<file path="config.mk">
export PLATFORM = sky130hd
export DESIGN_NAME = hnu_prep
export DESIGN_NICKNAME = d
export VERILOG_FILES = /design/src/rtl/core/hnu_pkg.sv /design/src/rtl/core/hnu_prep.sv
export SDC_FILE = /design/constraint.sdc
export NUM_CORES = 1
export LEC_CHECK = 0
export ABC_AREA = 0
export BUFFER_PORTS_ARGS = -buffer_cell sky130_fd_sc_hd__buf_2
export CORE_UTILIZATION = 45
export CTS_BUF_LIST = sky130_fd_sc_hd__clkbuf_16
export CTS_CLUSTER_DIAMETER = 120
export CTS_CLUSTER_SIZE = 30
export DETAILED_ROUTE_END_ITERATION = 8
export PLACE_DENSITY = 0.72
export REMOVE_ABC_BUFFERS = 1
export SLEW_MARGIN = 20
export SYNTH_ARGS = -nofsm -noshare
export SYNTH_HDL_FRONTEND = slang
export SYNTH_SLANG_ARGS = --single-unit
export TNS_END_PERCENT = 1
</file>
<file path="constraint.sdc">
create_clock -name clock -period 8.09 [get_ports clock]
set_input_delay 1.618 -clock clock [delete_from_list [all_inputs] [get_ports clock]]
set_output_delay 1.618 -clock clock [all_outputs]
set_load 0.05 [all_outputs]
</file>
<file path="src/rtl/core/hnu_pkg.sv">
package hnu_pkg;

   // Input heights: two's complement, 8 fraction bits.
   localparam int HEIGHT_BITS = 16;
   // Height differences need one extra bit so that they never wrap.
   localparam int DIFF_BITS = HEIGHT_BITS + 1;
   // Magnitudes are kept at least 10 bits wide so that the remainder width below
   // also covers the constant up component.
   localparam int MAG_BITS = (HEIGHT_BITS > 10) ? HEIGHT_BITS : 10;
   localparam int SQ_BITS = 2 * MAG_BITS;
   localparam int SUM_BITS = SQ_BITS + 2;

   // Result format: signed Q1.14.
   localparam int FRAC_BITS = 14;
   localparam int OUT_BITS = 16;
   localparam int NUM_BITS = FRAC_BITS + 1;
   localparam int ROOT_STAGES = NUM_BITS;
   localparam int UNIT_ONE = 1 << FRAC_BITS;

   // The squared magnitude is scaled by 2^30 before it is compared with
   // (2n-1)^2 * S.
   localparam int TARGET_SHIFT = 2 * FRAC_BITS + 2;
   localparam int PROD_BITS = SUM_BITS + NUM_BITS + 1;
   localparam int REM_BITS = SQ_BITS + 2 * FRAC_BITS + 8;

   // The halved up component is 2.0 with 8 fraction bits.
   localparam int HALF_UP = 512;
   localparam logic [SUM_BITS-1:0] UP_SQ = SUM_BITS'(HALF_UP * HALF_UP);

   localparam int LANES = 3;
   localparam int LANE_X = 0;
   localparam int LANE_Y = 1;
   localparam int LANE_Z = 2;

   // One component while its magnitude is being resolved. rem holds
   // M - t^2 * S and prod holds t * S, where t = 2 * num - 1.
   typedef struct packed {
      logic                        neg;
      logic signed [REM_BITS-1:0]  rem;
      logic signed [PROD_BITS-1:0] prod;
      logic [NUM_BITS-1:0]         num;
   } lane_type;

   typedef struct packed {
      lane_type [LANES-1:0]  lane;
      logic [SUM_BITS-1:0]   sum;
   } root_type;

endpackage

</file>
<file path="src/rtl/core/hnu_prep.sv">
module hnu_prep (
   input  logic                                   clock,
   input  logic                                   reset,
   input  logic                                   in_valid,
   output logic                                   in_ready,
   input  logic signed [hnu_pkg::HEIGHT_BITS-1:0] height_left,
   input  logic signed [hnu_pkg::HEIGHT_BITS-1:0] height_right,
   input  logic signed [hnu_pkg::HEIGHT_BITS-1:0] height_top,
   input  logic signed [hnu_pkg::HEIGHT_BITS-1:0] height_bottom,
   output logic                                   out_valid,
   input  logic                                   out_ready,
   output hnu_pkg::root_type                      out_data
);

   typedef struct packed {
      logic                         neg_x;
      logic [hnu_pkg::MAG_BITS-1:0] mag_x;
      logic                         neg_z;
      logic [hnu_pkg::MAG_BITS-1:0] mag_z;
   } diff_type;

   typedef struct packed {
      logic                        neg_x;
      logic [hnu_pkg::SQ_BITS-1:0] sq_x;
      logic                        neg_z;
      logic [hnu_pkg::SQ_BITS-1:0] sq_z;
   } square_type;

   function automatic logic [hnu_pkg::MAG_BITS-1:0] magnitude(
      input logic signed [hnu_pkg::DIFF_BITS-1:0] value
   );
      logic signed [hnu_pkg::DIFF_BITS-1:0] pos;
      pos = value[hnu_pkg::DIFF_BITS-1] ? -value : value;
      return hnu_pkg::MAG_BITS'($unsigned(pos));
   endfunction

   logic [2:0]                           valid_ff;
   logic [2:0]                           valid_in;
   logic [2:0]                           stage_ready;
   logic signed [hnu_pkg::DIFF_BITS-1:0] diff_x;
   logic signed [hnu_pkg::DIFF_BITS-1:0] diff_z;
   logic [hnu_pkg::SUM_BITS-1:0]         sum;
   diff_type                             s1_ff;
   diff_type                             s1_in;
   square_type                           s2_ff;
   square_type                           s2_in;
   hnu_pkg::root_type                    s3_ff;
   hnu_pkg::root_type                    s3_in;

   // A stage takes a new word when it is empty or when its word moves on.
   assign stage_ready[2] = !valid_ff[2] || out_ready;
   assign stage_ready[1] = !valid_ff[1] || stage_ready[2];
   assign stage_ready[0] = !valid_ff[0] || stage_ready[1];
   assign valid_in = {valid_ff[1:0], in_valid};

   always_ff @(posedge clock) begin
      if (reset) begin
         valid_ff <= '0;
      end else begin
         if (stage_ready[0]) begin
            valid_ff[0] <= valid_in[0];
         end
         if (stage_ready[1]) begin
            valid_ff[1] <= valid_in[1];
         end
         if (stage_ready[2]) begin
            valid_ff[2] <= valid_in[2];
         end
      end
   end

   // Halved cross product: X = left - right, Z = bottom - top.
   always_comb begin
      diff_x = hnu_pkg::DIFF_BITS'(height_left) - hnu_pkg::DIFF_BITS'(height_right);
      diff_z = hnu_pkg::DIFF_BITS'(height_bottom) - hnu_pkg::DIFF_BITS'(height_top);
      s1_in.neg_x = diff_x[hnu_pkg::DIFF_BITS-1];
      s1_in.mag_x = magnitude(diff_x);
      s1_in.neg_z = diff_z[hnu_pkg::DIFF_BITS-1];
      s1_in.mag_z = magnitude(diff_z);
   end

   always_comb begin
      s2_in.neg_x = s1_ff.neg_x;
      s2_in.sq_x  = hnu_pkg::SQ_BITS'(s1_ff.mag_x) * hnu_pkg::SQ_BITS'(s1_ff.mag_x);
      s2_in.neg_z = s1_ff.neg_z;
      s2_in.sq_z  = hnu_pkg::SQ_BITS'(s1_ff.mag_z) * hnu_pkg::SQ_BITS'(s1_ff.mag_z);
   end

   // Seed each lane with t = -1, so rem = M - S and prod = -S.
   always_comb begin
      sum = hnu_pkg::SUM_BITS'(s2_ff.sq_x) + hnu_pkg::SUM_BITS'(s2_ff.sq_z) + hnu_pkg::UP_SQ;
      s3_in.sum = sum;

      s3_in.lane[hnu_pkg::LANE_X].neg  = s2_ff.neg_x;
      s3_in.lane[hnu_pkg::LANE_X].rem  =
         (hnu_pkg::REM_BITS'(s2_ff.sq_x) << hnu_pkg::TARGET_SHIFT) - hnu_pkg::REM_BITS'(sum);
      s3_in.lane[hnu_pkg::LANE_X].prod = -hnu_pkg::PROD_BITS'(sum);
      s3_in.lane[hnu_pkg::LANE_X].num  = '0;

      s3_in.lane[hnu_pkg::LANE_Y].neg  = 1'b0;
      s3_in.lane[hnu_pkg::LANE_Y].rem  =
         (hnu_pkg::REM_BITS'(hnu_pkg::UP_SQ) << hnu_pkg::TARGET_SHIFT) -
         hnu_pkg::REM_BITS'(sum);
      s3_in.lane[hnu_pkg::LANE_Y].prod = -hnu_pkg::PROD_BITS'(sum);
      s3_in.lane[hnu_pkg::LANE_Y].num  = '0;

      s3_in.lane[hnu_pkg::LANE_Z].neg  = s2_ff.neg_z;
      s3_in.lane[hnu_pkg::LANE_Z].rem  =
         (hnu_pkg::REM_BITS'(s2_ff.sq_z) << hnu_pkg::TARGET_SHIFT) - hnu_pkg::REM_BITS'(sum);
      s3_in.lane[hnu_pkg::LANE_Z].prod = -hnu_pkg::PROD_BITS'(sum);
      s3_in.lane[hnu_pkg::LANE_Z].num  = '0;
   end

   always_ff @(posedge clock) begin
      if (stage_ready[0]) begin
         s1_ff <= s1_in;
      end
      if (stage_ready[1]) begin
         s2_ff <= s2_in;
      end
      if (stage_ready[2]) begin
         s3_ff <= s3_in;
      end
   end

   assign in_ready  = stage_ready[0];
   assign out_valid = valid_ff[2];
   assign out_data  = s3_ff;

   // The squared length always includes the up component and must not wrap.
   a_sum_floor: assert property (@(posedge clock) disable iff (reset)
      valid_ff[2] |-> (s3_ff.sum >= hnu_pkg::UP_SQ))
      else $error("squared length below the up component");

endmodule

</file>
==> reports/results.tsv, run 1 <==
stage	metric	value	unit
hold_path	Hold Path Class	reg -> reg	
setup_path	reg2reg start	s1_ff[4]$_DFFE_PP_	
setup_path	critical path launch point	s1_ff[4]$_DFFE_PP_	
floorplanning	DIE WIDTH	263	µm
synth	#FFs+latches synth	253	
setup_path	R2R Path End	s2_ff[31]$_DFFE_PP_	
floorplanning	Ports	506	
synth	leading post-synthesis cells by cell area	edfxtp_1, fa_1, ha_1, inv_1, buf_4	
detailed_routing	DRC viols	0	
setup_path	Arr. time, crit path	7.60	ns
clock_network	clock latency reported for the late side of the worst-skew pair	0.54	ns
grt	initial antenna violation count	0	
floorplanning	number of core rows	95	
grt	number of global-route vias before repair	20400	
sta	slew margin rel.	0.388	
setup_path	Critical Path End	s2_ff[31]$_DFFE_PP_	
grt	remaining global-route overflow	0	
clock_network	CTS Buf Count	15	
synth	Seq/Total Area, Yosys	0.247	
synth	Mapped Avg Cell Area	9.87	µm²
floorplanning	Initial Utilization	0.456	
final_layout	nets@finish	4011	
sta	final setup vio count	0	
synth	Yosys Warn Count	0	
synth	async set-reset flop share out of synthesis	0	
synth	Commonest cells post-synth	inv_1, fa_1, ha_1	
sta	Final period util	0.892	
hold_path	Hold Crit Start	s2_ff[65]$_DFFE_PP_	
place	number of buffer cells added on primary ports	440	
setup_path	Crit path required time	8.48	ns
clock_network	CTS tree	built	
clock_network	clk slew on worst S/H paths	0.12	ns
clock_network	Sink Count	253	
floorplanning	Die ar.	0.0692	mm²
grt	pin count of the biggest net entering global routing	82	
final_layout	share of cells above drive strength 1	0.166	
detailed_routing	ANT nets after route	0	
sta	count of final hold-check violations	0	
clock_network	postcts setup bufs	0	
sta	Slew Viols, Final	0	
floorplanning	Core Area	0.0673	mm²
detailed_routing	first-pass iteration count of the detailed router	5	
status	status	finished, final reports clean	
sta	Max Clock Freq	139	MHz
sta	RSZ-0062 raised after global routing	no	
setup_path	critical path type	reg -> reg	
synth	Cell variety after synth	105	
sta	setup TNS	0	ns
detailed_routing	total wire length	76800	µm
grt	GRT Total Usage	0.220	
synth	Yosys top cell by area	edfxtp_1	
grt	first-pass GRT wire length	117000	µm
synth	Synth Flop Type	edfxtp_1	
detailed_routing	vias per cell	5.02	
detailed_routing	Vias	21000	
clock_network	CTS resizes	0	
clock_network	worst-case clock buffer depth	3	
clock_network	Hold Buf Count CTS	0	
floorplanning	chip height	263	µm
setup_path	R2R cell count	24	
synth	top cell type's share of synthesized area	0.245	
setup_path	Worst setup SP type	flop	
final_layout	Syn-to-layout area delta	5.97	%
clock_network	Clock Root Buffer	clkbuf_16	
sta	Setup Skew	0.0502	ns
sta	Slew @ Worst Pin	0.915	ns
place	Placer Congestion	0.947	
sta	minimum clock period	7.22	ns
synth	Synth Cell Area	0.0307	mm²
run	# Max-Cap Violations	0	
place	placed wire-length estimate	64100	µm
clock_network	htree depth	1	
setup_path	CP endpoint kind	flop	
setup_path	Worst Path Max Fanout	18	
setup_path	reg2reg setup slack	0.87	ns
detailed_routing	DR iter-0 viols	1223	
synth	Post-synth EDFFs	250	
synth	top-count cell post-synth	inv_1	
synth	Mapped Cells	3110	
detailed_routing	routed length per instance	18.3	µm
[cells in the final DEF, fill, tap and decap left out, types with 10 or more instances in the layout]
cell / n
xor2_1: 71
inv_1: 584
nand3_1: 50
o21a_1: 11
a31oi_1: 15
o21bai_1: 16
or2_2: 17
nor2b_1: 20
nor3_1: 41
fa_1: 330
nand2_1: 230
and2_1: 104
nor2_1: 115
or3_1: 29
conb_1: 65
clkbuf_16: 15
nor3b_1: 10
buf_2: 440
nor4_1: 13
and3_1: 15
xnor2_1: 167
a21oi_1: 106
nand2b_1: 12
buf_4: 17
a21o_1: 38
o21ai_0: 49
ha_1: 305
edfxtp_1: 250
[how the worst min path moves through the flow]
stage / endpoint / slack, ns / depth (start not counted)
final: out_data[167]$_DFFE_PP_ / 0.43 / 0
after global routing: out_data[167]$_DFFE_PP_ / 0.44 / 0
after CTS: s2_ff[65]$_DFFE_PP_ / 0.43 / 0
after detailed placement: s2_ff[65]$_DFFE_PP_ / 0.41 / 0
after global placement: s2_ff[65]$_DFFE_PP_ / 0.40 / 0
after floorplan: out_data[167]$_DFFE_PP_ / 0.40 / 0
[metrics by stage]
| step | hold WS [ns] | worst slack (ns) | area, µm² | std cells | utilization |
|---|---|---|---|---|---|
| 3_5_place_dp | 0.407 | 0.835 | 32000 | 4164 | 0.476 |
| 6_report | 0.429 | 0.875 | 32500 | 4189 | 0.483 |
| 5_1_grt | 0.438 | 0.363 | 32500 | 4188 | 0.483 |
| 4_1_cts | 0.431 | 0.866 | 32500 | 4188 | 0.483 |
| 2_1_floorplan | 0.400 | 1.57 | 28600 | 2834 | - |
| 3_3_place_gp | 0.404 | 0.932 | 32000 | 4164 | 0.476 |
[state kept, by name, summed over array words and instances, names as in the netlist]
signal and count:
s1_ff 34, s2_ff 64, out_data 152, valid_ff 3
[layout make-up]
class,count,area [µm²]
Inverter,586,2200
Multi-Input combinational cell,1995,18800
Antenna cell,1,2.50
Fill cell,6168,34800
Sequential cell,253,7570
Timing Repair Buffer,457,2330
Clock inverter,9,148
Tap cell,873,1090
Clock buffer,15,375
[worst max-delay path, cell delays in order, from the launching register on]
cell and delay, ns:
edfxtp_1 0.68, nand2_1 0.24, inv_1 0.08, fa_1 0.50, inv_1 0.06, fa_1 0.53, inv_1 0.05, fa_1 0.51
fa_1 0.44, fa_1 0.54, inv_1 0.05, fa_1 0.52, inv_1 0.04, ha_1 0.36, a21oi_1 0.16, o21bai_1 0.08
a21oi_1 0.22, o21ai_0 0.12, and2_1 0.18, a311oi_1 0.32, nor3_1 0.10, a2111oi_0 0.65, o311ai_0 0.28, and3_1 0.21
a211oi_1 0.17
[logic make-up (layout without fill, tap and decap cells)]
family | count (synthesis) | after routing | synth area share
flip-flops | 253 | 253 | 0.247
AO/OA/AOI/OAI | 343 | 343 | 0.0757
buffers and inverters | 926 | 1067 | 0.149
AND/OR/NAND/NOR | 709 | 709 | 0.120
adder cells (fa/ha/maj) | 635 | 635 | 0.340
XOR/XNOR | 239 | 239 | 0.0685
other | 1 | 66 | 0.000122
multiplexers | 4 | 4 | 0.00139
[layer usage]
metal  wire length (µm)  track usage  up-vias  share of wire
met5                  0            0        -              0
met4               2500       0.0700        0          0.033
met3               3990       0.0281       92          0.052
met2              37900        0.384      687           0.49
met1              32500        0.281    10100           0.42
li1                   -            -    10100              -
Power of run 1 is left out: the tool's default activity adds up to more than one toggle a clock period on the data nets, which glitch-free logic cannot reach.
==> inputs of run 2 (changes only) <==
Settings changed: PLACE_DENSITY 0.72 to not set, PLACE_DENSITY_LB_ADDON set to 0.1, RECOVER_POWER set to 100.
Clock period 8.09 ns to 8 ns, I/O delays scaled along.
==> run 2 against run 1 <==
The flow now finishes with violations (max-capacitance violations, max-slew violations). Utilization down 1.1 points. Critical path type unchanged. Highest routed layer unchanged. Sequential cell count unchanged. Worst setup slack worse by 0.42 ns. Critical endpoint unchanged. Clock skew down 0.012 ns.
==> reports/results.tsv, run 2 (synthesis gave the netlist of run 1 again) <==
stage	metric	value	unit
status	status	finished with violations	
status	failing checks	max-capacitance violations, max-slew violations	
run	# Max-Cap Violations	4	
hold_path	Hold Path Class	reg -> reg	
final_layout	nets@finish	4010	
place	Placer Congestion	0.884	
detailed_routing	Vias	20900	
final_layout	fillers	6576	
grt	remaining global-route overflow	0	
detailed_routing	routed length per instance	19.5	µm
clock_network	Clock Root Buffer	clkbuf_16	
final_layout	ANT cells	0	
floorplanning	number of core rows	95	
floorplanning	Core Area	0.0673	mm²
setup_path	critical path type	reg -> reg	
sta	Max Clock Freq	132	MHz
clock_network	clk slew on worst S/H paths	0.10	ns
setup_path	Worst setup SP type	flop	
grt	grt met2 use	0.414	
detailed_routing	vias per cell	5.00	
sta	Final period util	0.944	
floorplanning	chip height	263	µm
grt	number of global-route vias before repair	21300	
place	number of buffer cells added on primary ports	440	
detailed_routing	first-pass iteration count of the detailed router	5	
grt	pin count of the biggest net entering global routing	100	
floorplanning	DIE WIDTH	263	µm
sta	setup TNS	0	ns
clock_network	CTS tree	built	
sta	slew margin rel.	-2.24	
grt	first-pass GRT wire length	125000	µm
place	placed wire-length estimate	68400	µm
sta	final setup vio count	0	
floorplanning	Ports	506	
grt	initial antenna violation count	0	
detailed_routing	ANT nets after route	0	
final_layout	max FFs per register	152	
detailed_routing	total wire length	81500	µm
final_layout	Syn-to-layout area delta	3.56	%
setup_path	Arr. time, crit path	7.91	ns
setup_path	Crit path required time	8.36	ns
sta	minimum clock period	7.55	ns
clock_network	Hold Buf Count CTS	0	
sta	RSZ-0062 raised after global routing	no	
floorplanning	Initial Utilization	0.456	
final_layout	commonest cells after routing, fill and taps aside	inv_1, clkbuf_1, fa_1, ha_1, edfxtp_1	
clock_network	CTS Buf Count	14	
sta	Slew Viols, Final	202	
clock_network	clock latency reported for the late side of the worst-skew pair	0.53	ns
setup_path	CP endpoint kind	flop	
floorplanning	Die ar.	0.0692	mm²
setup_path	reg2reg setup slack	0.45	ns
setup_path	Worst Path Max Fanout	18	
sta	count of final hold-check violations	0	
final_layout	most common library cell in the layout ignoring fill and taps	inv_1	
clock_network	Sink Count	253	
clock_network	worst-case clock buffer depth	3	
grt	met3 Usage GRT	0.0195	
grt	GRT Total Usage	0.233	
detailed_routing	DR iter-0 viols	1001	
grt	met1 GRT Util	0.308	
final_layout	share of cells above drive strength 1	0.0414	
sta	Slew @ Worst Pin	4.85	ns
clock_network	CTS resizes	0	
grt	GR peak layer	met2	
clock_network	postcts setup bufs	0	
clock_network	htree depth	1	
detailed_routing	DRC viols	0	
sta	Setup Skew	0.0384	ns
## run 2: final timing paths
| path | from | to | cells after the start |
|---|---|---|---|
| hold reg to reg | s1_ff[33]$_DFFE_PP_ | s2_ff[65]$_DFFE_PP_ | 0 |
| setup reg to reg | s1_ff[4]$_DFFE_PP_ | s2_ff[31]$_DFFE_PP_ | 24 |
| hold / removal | s1_ff[33]$_DFFE_PP_ | s2_ff[65]$_DFFE_PP_ | 0 |
| setup / recovery | s1_ff[4]$_DFFE_PP_ | s2_ff[31]$_DFFE_PP_ | 24 |
## run 2: metal layers
layer  vias to the layer above  part of all wire
met5                         -                 0
li1                      10100                 -
met2                       539              0.50
met4                         0             0.022
met3                        70             0.035
met1                     10200              0.45
## run 2: layout make-up
type / instances / area, µm² / share of cell area
Multi-Input combinational cell: 1995 / 18600 / 0.586
Sequential cell: 253 / 7570 / 0.238
Inverter: 586 / 2200 / 0.0692
Timing Repair Buffer: 457 / 1830 / 0.0576
Tap cell: 873 / 1090 / 0.0344
Clock buffer: 15 / 375 / 0.0118
Clock inverter: 5 / 85.1 / 0.00268
## run 2: critical path, stage by stage, from the launching register on
cell	delay, ns
edfxtp_1	0.72
nand2_1	0.25
inv_1	0.08
fa_1	0.50
inv_1	0.06
fa_1	0.53
inv_1	0.06
fa_1	0.53
fa_1	0.44
fa_1	0.56
inv_1	0.06
fa_1	0.52
inv_1	0.04
ha_1	0.37
a21oi_1	0.18
o21bai_1	0.09
a21oi_1	0.24
o21ai_0	0.10
and2_1	0.18
a311oi_1	0.36
nor3_1	0.12
a2111oi_0	0.79
o311ai_0	0.24
and3_1	0.20
a211oi_1	0.17
## run 2: per-stage QoR
stage	util	setup WS, ns	area [µm²]	hold WS [ns]	cells
3_3_place_gp	0.475	0.730	32000	0.408	4163
3_5_place_dp	0.475	0.551	32000	0.407	4163
4_1_cts	0.482	0.519	32400	0.431	4183
5_1_grt	0.472	0.0246	31800	0.435	4184
6_report	0.472	0.450	31800	0.429	4184
2_1_floorplan	-	1.48	28600	0.400	2834
Power of run 2 is left out for the same reason.
